--- src/rtl/core/f16cs_pkg.sv ---
// Package: types, codes and constants of the FAT16 chain sequencer.
package f16cs_pkg;

	localparam logic [1:0] KIND_FETCH  = 2'd0;
	localparam logic [1:0] KIND_COPY   = 2'd1;
	localparam logic [1:0] KIND_FINISH = 2'd2;

	localparam logic [2:0] ST_OK          = 3'd0;
	localparam logic [2:0] ST_BAD_START   = 3'd1;
	localparam logic [2:0] ST_MISMATCH    = 3'd2;
	localparam logic [2:0] ST_BAD_LINK    = 3'd3;
	localparam logic [2:0] ST_NOT_STARTED = 3'd4;

	localparam logic [2:0] REG_BPS = 3'd0;
	localparam logic [2:0] REG_SPC = 3'd1;
	localparam logic [2:0] REG_RES = 3'd2;
	localparam logic [2:0] REG_FC  = 3'd3;
	localparam logic [2:0] REG_SPT = 3'd4;
	localparam logic [2:0] REG_RE  = 3'd5;

	localparam logic [12:0] BPS_RST = 13'd512;
	localparam logic [7:0]  SPC_RST = 8'd4;
	localparam logic [15:0] RES_RST = 16'd1;
	localparam logic [1:0]  FC_RST  = 2'd2;
	localparam logic [15:0] SPT_RST = 16'd256;
	localparam logic [15:0] RE_RST  = 16'd512;

	localparam logic [20:0] CLUS_BYTES_RST = 21'd2048;
	localparam logic [31:0] RES_BYTES_RST  = 32'd512;
	localparam logic [31:0] FAT_BYTES_RST  = 32'd262144;
	localparam logic [20:0] DIR_BYTES_RST  = 21'd16384;

	localparam logic [15:0] MIN_CLUSTER = 16'd2;
	localparam logic [15:0] CHAIN_END   = 16'hfff7;
	localparam logic [31:0] BAD_TOTAL   = 32'hffffffff;

	typedef enum logic [1:0] {
		CMD_FIN,
		CMD_FETCH,
		CMD_COPY_FIN,
		CMD_COPY_FETCH
	} cmd_t;

	typedef struct packed {
		cmd_t        cmd;
		logic [15:0] clus_a;
		logic [15:0] clus_b;
		logic [31:0] dest;
		logic [31:0] len;
		logic [31:0] total;
		logic [2:0]  status;
	} q_entry_t;

	typedef struct packed {
		logic [31:0] res_bytes;
		logic [31:0] fat_bytes;
		logic [20:0] dir_bytes;
		logic [20:0] clus_bytes;
	} geom_t;

endpackage

--- src/rtl/core/f16cs_cfg.sv ---
// Volume geometry registers and the byte sizes derived from them.
module f16cs_cfg import f16cs_pkg::*; (
	input  logic        clk,
	input  logic        arst_n,
	input  logic        cfg_we,
	input  logic [2:0]  cfg_index,
	input  logic [15:0] cfg_data,
	output geom_t       geom
);

	logic [12:0] bps_q;
	logic [7:0]  spc_q;
	logic [15:0] res_q;
	logic [1:0]  fc_q;
	logic [15:0] spt_q;
	logic [15:0] re_q;

	logic [20:0] clus_bytes_q;
	logic [31:0] res_bytes_q;
	logic [31:0] fat_bytes_q;
	logic [20:0] dir_bytes_q;

	logic [20:0] clus_d;
	logic [28:0] res_d;
	logic [28:0] tbl_d;
	logic [30:0] fat_d;

	always_ff @(posedge clk or negedge arst_n) begin
		if (!arst_n) begin
			bps_q <= BPS_RST;
			spc_q <= SPC_RST;
			res_q <= RES_RST;
			fc_q  <= FC_RST;
			spt_q <= SPT_RST;
			re_q  <= RE_RST;
		end else if (cfg_we) begin
			case (cfg_index)
				REG_BPS: bps_q <= cfg_data[12:0];
				REG_SPC: spc_q <= cfg_data[7:0];
				REG_RES: res_q <= cfg_data;
				REG_FC:  fc_q  <= cfg_data[1:0];
				REG_SPT: spt_q <= cfg_data;
				REG_RE:  re_q  <= cfg_data;
				default: ;
			endcase
		end
	end

	assign clus_d = 21'(bps_q) * 21'(spc_q);
	assign res_d  = 29'(res_q) * 29'(bps_q);
	assign tbl_d  = 29'(spt_q) * 29'(bps_q);
	// fat_copies is two bits: shift-and-add instead of a second multiply
	assign fat_d  = ({1'b0, tbl_d, 1'b0} & {31{fc_q[1]}}) + ({2'b00, tbl_d} & {31{fc_q[0]}});

	always_ff @(posedge clk or negedge arst_n) begin
		if (!arst_n) begin
			clus_bytes_q <= CLUS_BYTES_RST;
			res_bytes_q  <= RES_BYTES_RST;
			fat_bytes_q  <= FAT_BYTES_RST;
			dir_bytes_q  <= DIR_BYTES_RST;
		end else begin
			clus_bytes_q <= clus_d;
			res_bytes_q  <= 32'(res_d);
			fat_bytes_q  <= 32'(fat_d);
			dir_bytes_q  <= {re_q, 5'b00000};
		end
	end

	assign geom.clus_bytes = clus_bytes_q;
	assign geom.res_bytes  = res_bytes_q;
	assign geom.fat_bytes  = fat_bytes_q;
	assign geom.dir_bytes  = dir_bytes_q;

endmodule

--- src/rtl/core/f16cs_front.sv ---
// Front end: accepts request words, tracks the chain walk and queues commands.
module f16cs_front import f16cs_pkg::*; (
	input  logic        clk,
	input  logic        arst_n,
	input  logic        req_valid,
	output logic        req_stall,
	input  logic        action,
	input  logic [15:0] cluster,
	input  logic [31:0] size_bytes,
	input  logic [20:0] clus_bytes,
	input  logic        full,
	output logic        push,
	output q_entry_t    push_entry
);

	logic        busy_q;
	logic [15:0] cur_q;
	logic [31:0] done_q;
	logic [31:0] wanted_q;

	logic        busy_d;
	logic [15:0] cur_d;
	logic [31:0] done_d;
	logic [31:0] wanted_d;
	logic [31:0] nd;

	assign req_stall = full;
	assign push      = req_valid && !full;
	assign nd        = done_q + 32'(clus_bytes);

	always_comb begin
		busy_d     = busy_q;
		cur_d      = cur_q;
		done_d     = done_q;
		wanted_d   = wanted_q;
		push_entry = '0;
		push_entry.cmd    = CMD_FIN;
		push_entry.status = ST_OK;
		if (!action) begin
			busy_d   = 1'b0;
			done_d   = '0;
			wanted_d = size_bytes;
			cur_d    = cluster;
			if (cluster < MIN_CLUSTER) begin
				push_entry.total  = BAD_TOTAL;
				push_entry.status = ST_BAD_START;
			end else if (size_bytes == '0) begin
				push_entry.total = '0;
			end else begin
				busy_d            = 1'b1;
				push_entry.cmd    = CMD_FETCH;
				push_entry.clus_a = cluster;
			end
		end else if (!busy_q) begin
			push_entry.status = ST_NOT_STARTED;
		end else if (cluster >= CHAIN_END) begin
			push_entry.cmd    = CMD_COPY_FIN;
			push_entry.clus_a = cur_q;
			push_entry.dest   = done_q;
			push_entry.len    = wanted_q - done_q;
			push_entry.total  = wanted_q;
			done_d = wanted_q;
			busy_d = 1'b0;
		end else begin
			done_d = nd;
			push_entry.clus_a = cur_q;
			push_entry.dest   = done_q;
			push_entry.len    = 32'(clus_bytes);
			push_entry.total  = nd;
			if (nd >= wanted_q) begin
				push_entry.cmd    = CMD_COPY_FIN;
				push_entry.status = (nd == wanted_q) ? ST_OK : ST_MISMATCH;
				busy_d = 1'b0;
			end else if (cluster < MIN_CLUSTER) begin
				push_entry.cmd    = CMD_COPY_FIN;
				push_entry.status = ST_BAD_LINK;
				busy_d = 1'b0;
			end else begin
				push_entry.cmd    = CMD_COPY_FETCH;
				push_entry.clus_b = cluster;
				cur_d = cluster;
			end
		end
	end

	always_ff @(posedge clk or negedge arst_n) begin
		if (!arst_n) begin
			busy_q   <= 1'b0;
			cur_q    <= '0;
			done_q   <= '0;
			wanted_q <= '0;
		end else if (push) begin
			busy_q   <= busy_d;
			cur_q    <= cur_d;
			done_q   <= done_d;
			wanted_q <= wanted_d;
		end
	end

endmodule

--- src/rtl/core/f16cs_fifo.sv ---
// Command queue between the front end and the back end.
module f16cs_fifo import f16cs_pkg::*; #(
	parameter int DEPTH = 4
) (
	input  logic     clk,
	input  logic     arst_n,
	input  logic     push,
	input  q_entry_t push_entry,
	output logic     full,
	input  logic     pop,
	output q_entry_t head,
	output logic     empty
);

	localparam int PW = (DEPTH > 1) ? $clog2(DEPTH) : 1;
	localparam int CW = $clog2(DEPTH + 1);
	localparam logic [PW-1:0] LAST_PTR = PW'(DEPTH - 1);
	localparam logic [CW-1:0] FULL_CNT = CW'(DEPTH);

	q_entry_t        mem_q [DEPTH];
	logic [PW-1:0]   wr_ptr_q;
	logic [PW-1:0]   rd_ptr_q;
	logic [CW-1:0]   cnt_q;

	assign full  = (cnt_q == FULL_CNT);
	assign empty = (cnt_q == '0);
	assign head  = mem_q[rd_ptr_q];

	always_ff @(posedge clk) begin
		if (push) begin
			mem_q[wr_ptr_q] <= push_entry;
		end
	end

	always_ff @(posedge clk or negedge arst_n) begin
		if (!arst_n) begin
			wr_ptr_q <= '0;
			rd_ptr_q <= '0;
			cnt_q    <= '0;
		end else begin
			if (push) begin
				wr_ptr_q <= (wr_ptr_q == LAST_PTR) ? '0 : wr_ptr_q + 1'b1;
			end
			if (pop) begin
				rd_ptr_q <= (rd_ptr_q == LAST_PTR) ? '0 : rd_ptr_q + 1'b1;
			end
			if (push && !pop) begin
				cnt_q <= cnt_q + 1'b1;
			end else if (pop && !push) begin
				cnt_q <= cnt_q - 1'b1;
			end
		end
	end

endmodule

--- src/rtl/core/f16cs_back.sv ---
// Back end: turns queued commands into result words with volume addresses.
module f16cs_back import f16cs_pkg::*; (
	input  logic        clk,
	input  logic        arst_n,
	input  geom_t       geom,
	input  q_entry_t    head,
	input  logic        empty,
	output logic        pop,
	output logic        rsp_valid,
	input  logic        rsp_stall,
	output logic [1:0]  kind,
	output logic [31:0] address,
	output logic [31:0] dest_offset,
	output logic [31:0] length,
	output logic [2:0]  status,
	output logic        last
);

	cmd_t        cmd_s1;
	logic        valid_s1;
	logic        phase_q;
	logic [31:0] dest_s1;
	logic [31:0] len_s1;
	logic [31:0] total_s1;
	logic [2:0]  status_s1;
	logic [31:0] faddr_s1;
	logic [31:0] base_s1;
	logic [31:0] prod_s1;

	logic        rsp_valid_q;
	logic [1:0]  kind_q;
	logic [31:0] address_q;
	logic [31:0] dest_q;
	logic [31:0] length_q;
	logic [2:0]  status_q;
	logic        last_q;

	logic        two_words;
	logic        word_move;
	logic        s1_done;
	logic [15:0] clus_sel;
	logic [15:0] clus_off;
	logic [36:0] prod_full;

	logic [1:0]  w_kind;
	logic [31:0] w_addr;
	logic [31:0] w_dest;
	logic [31:0] w_len;
	logic [2:0]  w_status;
	logic        w_last;

	assign two_words = (cmd_s1 == CMD_COPY_FIN) || (cmd_s1 == CMD_COPY_FETCH);
	assign word_move = valid_s1 && (!rsp_valid_q || !rsp_stall);
	assign s1_done   = word_move && (!two_words || phase_q);
	assign pop       = !empty && (!valid_s1 || s1_done);

	assign clus_sel  = (head.cmd == CMD_FETCH) ? head.clus_a : head.clus_b;
	assign clus_off  = head.clus_a - MIN_CLUSTER;
	assign prod_full = 37'(clus_off) * 37'(geom.clus_bytes);

	always_ff @(posedge clk or negedge arst_n) begin
		if (!arst_n) begin
			valid_s1 <= 1'b0;
			phase_q  <= 1'b0;
		end else begin
			if (pop) begin
				valid_s1 <= 1'b1;
			end else if (s1_done) begin
				valid_s1 <= 1'b0;
			end
			if (pop || s1_done) begin
				phase_q <= 1'b0;
			end else if (word_move) begin
				phase_q <= 1'b1;
			end
		end
	end

	always_ff @(posedge clk) begin
		if (pop) begin
			cmd_s1    <= head.cmd;
			dest_s1   <= head.dest;
			len_s1    <= head.len;
			total_s1  <= head.total;
			status_s1 <= head.status;
			faddr_s1  <= geom.res_bytes + {15'b0, clus_sel, 1'b0};
			base_s1   <= geom.res_bytes + geom.fat_bytes + {11'b0, geom.dir_bytes};
			prod_s1   <= prod_full[31:0];
		end
	end

	always_comb begin
		w_kind   = KIND_FINISH;
		w_addr   = '0;
		w_dest   = total_s1;
		w_len    = '0;
		w_status = status_s1;
		w_last   = 1'b1;
		case (cmd_s1)
			CMD_FIN: ;
			CMD_FETCH: begin
				w_kind   = KIND_FETCH;
				w_addr   = faddr_s1;
				w_dest   = '0;
				w_status = ST_OK;
			end
			CMD_COPY_FIN, CMD_COPY_FETCH: begin
				if (!phase_q) begin
					w_kind   = KIND_COPY;
					w_addr   = base_s1 + prod_s1;
					w_dest   = dest_s1;
					w_len    = len_s1;
					w_status = ST_OK;
					w_last   = 1'b0;
				end else if (cmd_s1 == CMD_COPY_FETCH) begin
					w_kind   = KIND_FETCH;
					w_addr   = faddr_s1;
					w_dest   = '0;
					w_status = ST_OK;
				end
			end
			default: ;
		endcase
	end

	always_ff @(posedge clk or negedge arst_n) begin
		if (!arst_n) begin
			rsp_valid_q <= 1'b0;
		end else if (word_move) begin
			rsp_valid_q <= 1'b1;
		end else if (!rsp_stall) begin
			rsp_valid_q <= 1'b0;
		end
	end

	always_ff @(posedge clk) begin
		if (word_move) begin
			kind_q    <= w_kind;
			address_q <= w_addr;
			dest_q    <= w_dest;
			length_q  <= w_len;
			status_q  <= w_status;
			last_q    <= w_last;
		end
	end

	assign rsp_valid   = rsp_valid_q;
	assign kind        = kind_q;
	assign address     = address_q;
	assign dest_offset = dest_q;
	assign length      = length_q;
	assign status      = status_q;
	assign last        = last_q;

endmodule

--- src/rtl/core/fat16_cluster_chain_read_sequencer_unit.sv ---
// FAT16 cluster chain read sequencer, top level.
// A start word (action 0) carries the first cluster and the file size; each
// returned FAT entry (action 1) advances the walk. The front end takes one
// request word per cycle, updates the walk state at once and queues a command,
// so it stalls only when the command queue (QUEUE_DEPTH entries) is full. The
// back end emits one result word per cycle while the output is not stalled: a
// start or an entry returned while idle yields one word, a returned entry during
// a read yields two (copy, then fetch or finish), and the next command is taken
// only as the second word moves out. A result passes through the queue, the
// address product stage and the output register. A geometry write goes through
// the geometry register and then the registered byte sizes derived from it.
module fat16_cluster_chain_read_sequencer_unit import f16cs_pkg::*; #(
	parameter int QUEUE_DEPTH = 4
) (
	input  logic        clk,
	input  logic        arst_n,
	input  logic        cfg_we,
	input  logic [2:0]  cfg_index,
	input  logic [15:0] cfg_data,
	input  logic        req_valid,
	output logic        req_stall,
	input  logic        action,
	input  logic [15:0] cluster,
	input  logic [31:0] size_bytes,
	output logic        rsp_valid,
	input  logic        rsp_stall,
	output logic [1:0]  kind,
	output logic [31:0] address,
	output logic [31:0] dest_offset,
	output logic [31:0] length,
	output logic [2:0]  status,
	output logic        last
);

	geom_t    geom;
	q_entry_t push_entry;
	q_entry_t head;
	logic     push;
	logic     pop;
	logic     full;
	logic     empty;

	f16cs_cfg u_cfg (
		.clk       (clk),
		.arst_n    (arst_n),
		.cfg_we    (cfg_we),
		.cfg_index (cfg_index),
		.cfg_data  (cfg_data),
		.geom      (geom)
	);

	f16cs_front u_front (
		.clk        (clk),
		.arst_n     (arst_n),
		.req_valid  (req_valid),
		.req_stall  (req_stall),
		.action     (action),
		.cluster    (cluster),
		.size_bytes (size_bytes),
		.clus_bytes (geom.clus_bytes),
		.full       (full),
		.push       (push),
		.push_entry (push_entry)
	);

	f16cs_fifo #(
		.DEPTH (QUEUE_DEPTH)
	) u_fifo (
		.clk        (clk),
		.arst_n     (arst_n),
		.push       (push),
		.push_entry (push_entry),
		.full       (full),
		.pop        (pop),
		.head       (head),
		.empty      (empty)
	);

	f16cs_back u_back (
		.clk         (clk),
		.arst_n      (arst_n),
		.geom        (geom),
		.head        (head),
		.empty       (empty),
		.pop         (pop),
		.rsp_valid   (rsp_valid),
		.rsp_stall   (rsp_stall),
		.kind        (kind),
		.address     (address),
		.dest_offset (dest_offset),
		.length      (length),
		.status      (status),
		.last        (last)
	);

endmodule

--- config.mk ---
export PLATFORM = sky130hd
export DESIGN_NAME = fat16_cluster_chain_read_sequencer_unit
export DESIGN_NICKNAME = d
export VERILOG_FILES = /design/src/rtl/core/f16cs_pkg.sv /design/src/rtl/core/f16cs_cfg.sv /design/src/rtl/core/f16cs_front.sv /design/src/rtl/core/f16cs_fifo.sv /design/src/rtl/core/f16cs_back.sv /design/src/rtl/core/fat16_cluster_chain_read_sequencer_unit.sv
export SDC_FILE = /design/constraint.sdc
export NUM_CORES = 2
export LEC_CHECK = 0
export BUFFER_PORTS_ARGS = -buffer_cell sky130_fd_sc_hd__buf_2
export CAP_MARGIN = 25
export CORE_UTILIZATION = 40
export DETAILED_ROUTE_END_ITERATION = 8
export PLACE_DENSITY = 0.63
export SLEW_MARGIN = 20
export SYNTH_ARGS = -nofsm -noshare
export SYNTH_HDL_FRONTEND = slang
export SYNTH_HIERARCHICAL = 1
export SYNTH_SLANG_ARGS = --single-unit
export TNS_END_PERCENT = 1
--- constraint.sdc ---
create_clock -name clk -period 30.9 [get_ports clk]
set_input_delay 0 -clock clk [delete_from_list [all_inputs] [get_ports clk]]
set_output_delay 0 -clock clk [all_outputs]
set_load 0.05 [all_outputs]
==> flow_summary.json <==
{
  "status": "complete, no violations",
  "routed_via_density": 5.298,
  "initial_core_util": 0.4041,
  "end_kind": "flip-flop",
  "r2r_start": "u_fifo/rd_ptr_q[0]$_DFFE_PN0P_",
  "die_w_um": 438.5,
  "avgSynthCellArea_um2": 11.58,
  "cts_resized": 0,
  "holdPathStages": 4,
  "worstRegToRegCells": 25,
  "worstHoldEndpoint": "u_front/wanted_q[12]$_DFFE_PN0P_",
  "cts_made_buffers": 118,
  "final_common_cell": "inv_1",
  "route.vias.total": 49763,
  "crit_path_max_incr_delay_ns": 0.80,
  "path_clk_slew_ns": 0.06,
  "antenna_found_initial": 10,
  "grt_max_degree": 125,
  "cts_tree": "built",
  "path_class": "reg -> reg",
  "worst_ep_required_time_ns": 31.37,
  "drv_cap": 0,
  "crit_path_top_delay_cell": "dfrtp_4",
  "yosys.cell_types.count": 102,
  "netlist_area_mm2": 0.07621,
  "slew_viol_final": 0,
  "rows": 159,
  "dieArea_mm2": 0.1923,
  "cp_max_fo": 41,
  "whs_ns": 0.06202,
  "first_iter_violations": 3414,
  "synth_edf_count": 831,
  "finalWeightedCongestion": 0.8953,
  "ant_nets": 0,
  "port_buffers": 176,
  "fp.coreArea_mm2": 0.1886,
  "max_clock_freq_mhz": 100.3,
  "io_pins": 177,
  "path_buf_inv": 4,
  "instances_no_fill": 9393,
  "hold_buffers": 96,
  "hold_violations": 0,
  "clockBufferDepth": 3,
  "max_slew_margin": 0.2453,
  "min-delay-start": "size_bytes[12]",
  "ys.flop_type": "edfxtp_1",
  "async_reset_ff_frac": 0.2376,
  "clock-skew-final_ns": 0.07954,
  "regToRegEndpoint": "u_back/prod_s1[31]$_DFFE_PP_",
  "ys_ff_latch": 1090,
  "syn2layout_area_growth_pct": 11.43,
  "grt_usage": 0.2056,
  "arrival_ns": 10.44,
  "rrSetupSlack_ns": 20.93,
  "grt_pass1_vias": 53022,
  "overflow": 0,
  "drtPass1Iterations": 5,
  "worst_slew_pin_slew_ns": 1.132,
  "final_nets": 7995,
  "clock-root-buffer": "clkbuf_16",
  "regArea_mm2": 0.03147,
  "setup_tns_ns": 0,
  "hp-class": "in -> reg",
  "synth_warnings": 6,
  "syn_inst": 6581,
  "critical-path-top-delay-family": "adder cells",
  "grt_pass1_wl_mm": 306.1,
  "wl_per_cell_um": 20.79,
  "clk_latency_ns": 0.80,
  "h-tree-depth": 3,
  "synth-seq-area-share": 0.4126,
  "startpoint_type": "flip-flop",
  "rsz0062_at_grt": "no",
  "dp_hpwl_mm": 141.0,
  "dieHeight_um": 438.5,
  "post_cts_buffers": 0,
  "layout_min_cycle_time_ns": 9.969,
  "final_cell_mix": "inv_1, edfxtp_1, nand2_1",
  "wl_mm": 195.3,
  "setup_viol": 0,
  "drive_above_1_share": 0.1085,
  "dp.cells": 9065,
  "final_util": 0.4503,
  "fillers": 17240,
  "drc": 0,
  "multi_input_area_mm2": 0.04041,
  "cp_common_cell": "fa_1",
  "clock-sinks": 1090,
  "fin_crit_sh": 0.3226
}
## layer usage
metal | global-route usage | vias up | routed length [um]
met5 | 0 | - | 58
met4 | 0.07467 | 8 | 6740
met3 | 0.02475 | 303 | 10010
met2 | 0.3630 | 1387 | 97960
met1 | 0.2580 | 25460 | 80500
li1 | - | 22605 | -
## synth_stat cells (18+ instances only)
master	instances	area (um2)
o21ai_1	51	255.2
nand3_1	91	455.4
a211oi_1	20	150.1
xnor2_1	189	1655
and2_1	432	2703
xor2_1	84	735.7
ha_1	478	5981
nand4_1	27	168.9
mux4_2	133	2995
edfxtp_1	831	24950
and3_1	33	206.5
o21ai_0	170	850.8
clkbuf_1	224	840.8
nor3_1	65	325.3
inv_1	892	3348
nand3b_1	32	240.2
o21a_1	47	352.8
a21oi_1	233	1166
nor2_1	176	660.6
fa_1	658	13170
nor4_1	18	112.6
nand2_1	790	2965
nor2b_1	59	369.1
dfrtp_1	249	6231
mux2_2	96	1081
a21o_1	95	713.2
nand2b_1	45	281.5
a22o_1	21	183.9
a31oi_1	25	156.4
## how the worst max path moves through the flow
stage | from | endpoint | slack (ns) | depth (start not counted)
2_1_floorplan | u_back/rsp_valid$_DFFE_PN0P_ | u_fifo/cnt_q[1]$_DFFE_PN0P_ | 19.50 | 9
3_3_place_gp | u_fifo/rd_ptr_q[0]$_DFFE_PN0P_ | u_back/prod_s1[31]$_DFFE_PP_ | 21.01 | 25
3_5_place_dp | u_fifo/rd_ptr_q[0]$_DFFE_PN0P_ | u_back/prod_s1[31]$_DFFE_PP_ | 20.94 | 25
4_1_cts | u_fifo/rd_ptr_q[0]$_DFFE_PN0P_ | u_back/prod_s1[31]$_DFFE_PP_ | 20.86 | 25
5_1_grt | u_fifo/rd_ptr_q[0]$_DFFE_PN0P_ | u_back/prod_s1[31]$_DFFE_PP_ | 20.39 | 25
6_report | u_fifo/rd_ptr_q[0]$_DFFE_PN0P_ | u_back/prod_s1[31]$_DFFE_PP_ | 20.93 | 25
## state kept, by name, indices dropped and copies added, names as in the netlist, 21 cells and up
register and flops:
u_back/address 32, u_back/base_s1 32, u_back/dest_offset 32, u_back/dest_s1 32, u_back/faddr_s1 32, u_back/len_s1 32, u_back/length 32, u_back/prod_s1 32
u_back/total_s1 32, u_cfg/clus_bytes_q 21, u_cfg/fat_bytes_q 31, u_cfg/res_bytes_q 29, u_fifo/mem_q 532, u_front/done_q 32, u_front/wanted_q 32
## worst reg2reg max path, stage by stage (launching register included)
cell	delay, ns
dfrtp_4	0.80
buf_4	0.80
mux4_2	0.69
or4_1	0.57
or2_1	0.29
xnor2_2	0.80
nand2_1	0.16
fa_1	0.50
fa_1	0.55
inv_1	0.06
fa_1	0.54
fa_1	0.55
fa_1	0.55
inv_1	0.07
fa_1	0.56
inv_1	0.05
ha_1	0.35
a21o_1	0.20
a21o_1	0.17
a21o_1	0.20
o21a_1	0.19
nor2_1	0.12
a21oi_1	0.10
a221oi_1	0.42
o21ai_0	0.20
xnor2_1	0.17
## final cells by class
class                      count  area share
multi-input combinational   4335      0.4759
clock buffer                 146     0.03673
tap                         2495     0.03676
antenna                        7   0.0002063
clock inverter                79     0.01136
timing repair buffer         348     0.02898
sequential                  1090      0.3705
inverter                     893     0.03950
## cell families (layout without fill, tap and decap cells)
family | after synthesis | count (layout) | share of synthesized area
AO/OA/AOI/OAI | 843 | 843 | 0.07202
other | 1 | 16 | 0.00004921
buffers and inverters | 1164 | 1466 | 0.05889
adder cells (fa/ha/maj) | 1136 | 1136 | 0.2513
XOR/XNOR | 274 | 274 | 0.03159
multiplexers | 253 | 253 | 0.05681
AND/OR/NAND/NOR | 1820 | 1820 | 0.1167
flip-flops | 1090 | 1090 | 0.4126
## stage by stage
stage	worst slack [ns]	cell area [um2]
5_1_grt	20.39	84910
3_5_place_dp	20.94	79830
3_3_place_gp	21.01	79800
2_1_floorplan	19.50	76240
6_report	20.93	84920
4_1_cts	20.86	84900
Power is left out: the tool's default activity adds up to more than one toggle a clock period on the data nets, which glitch-free logic cannot reach.
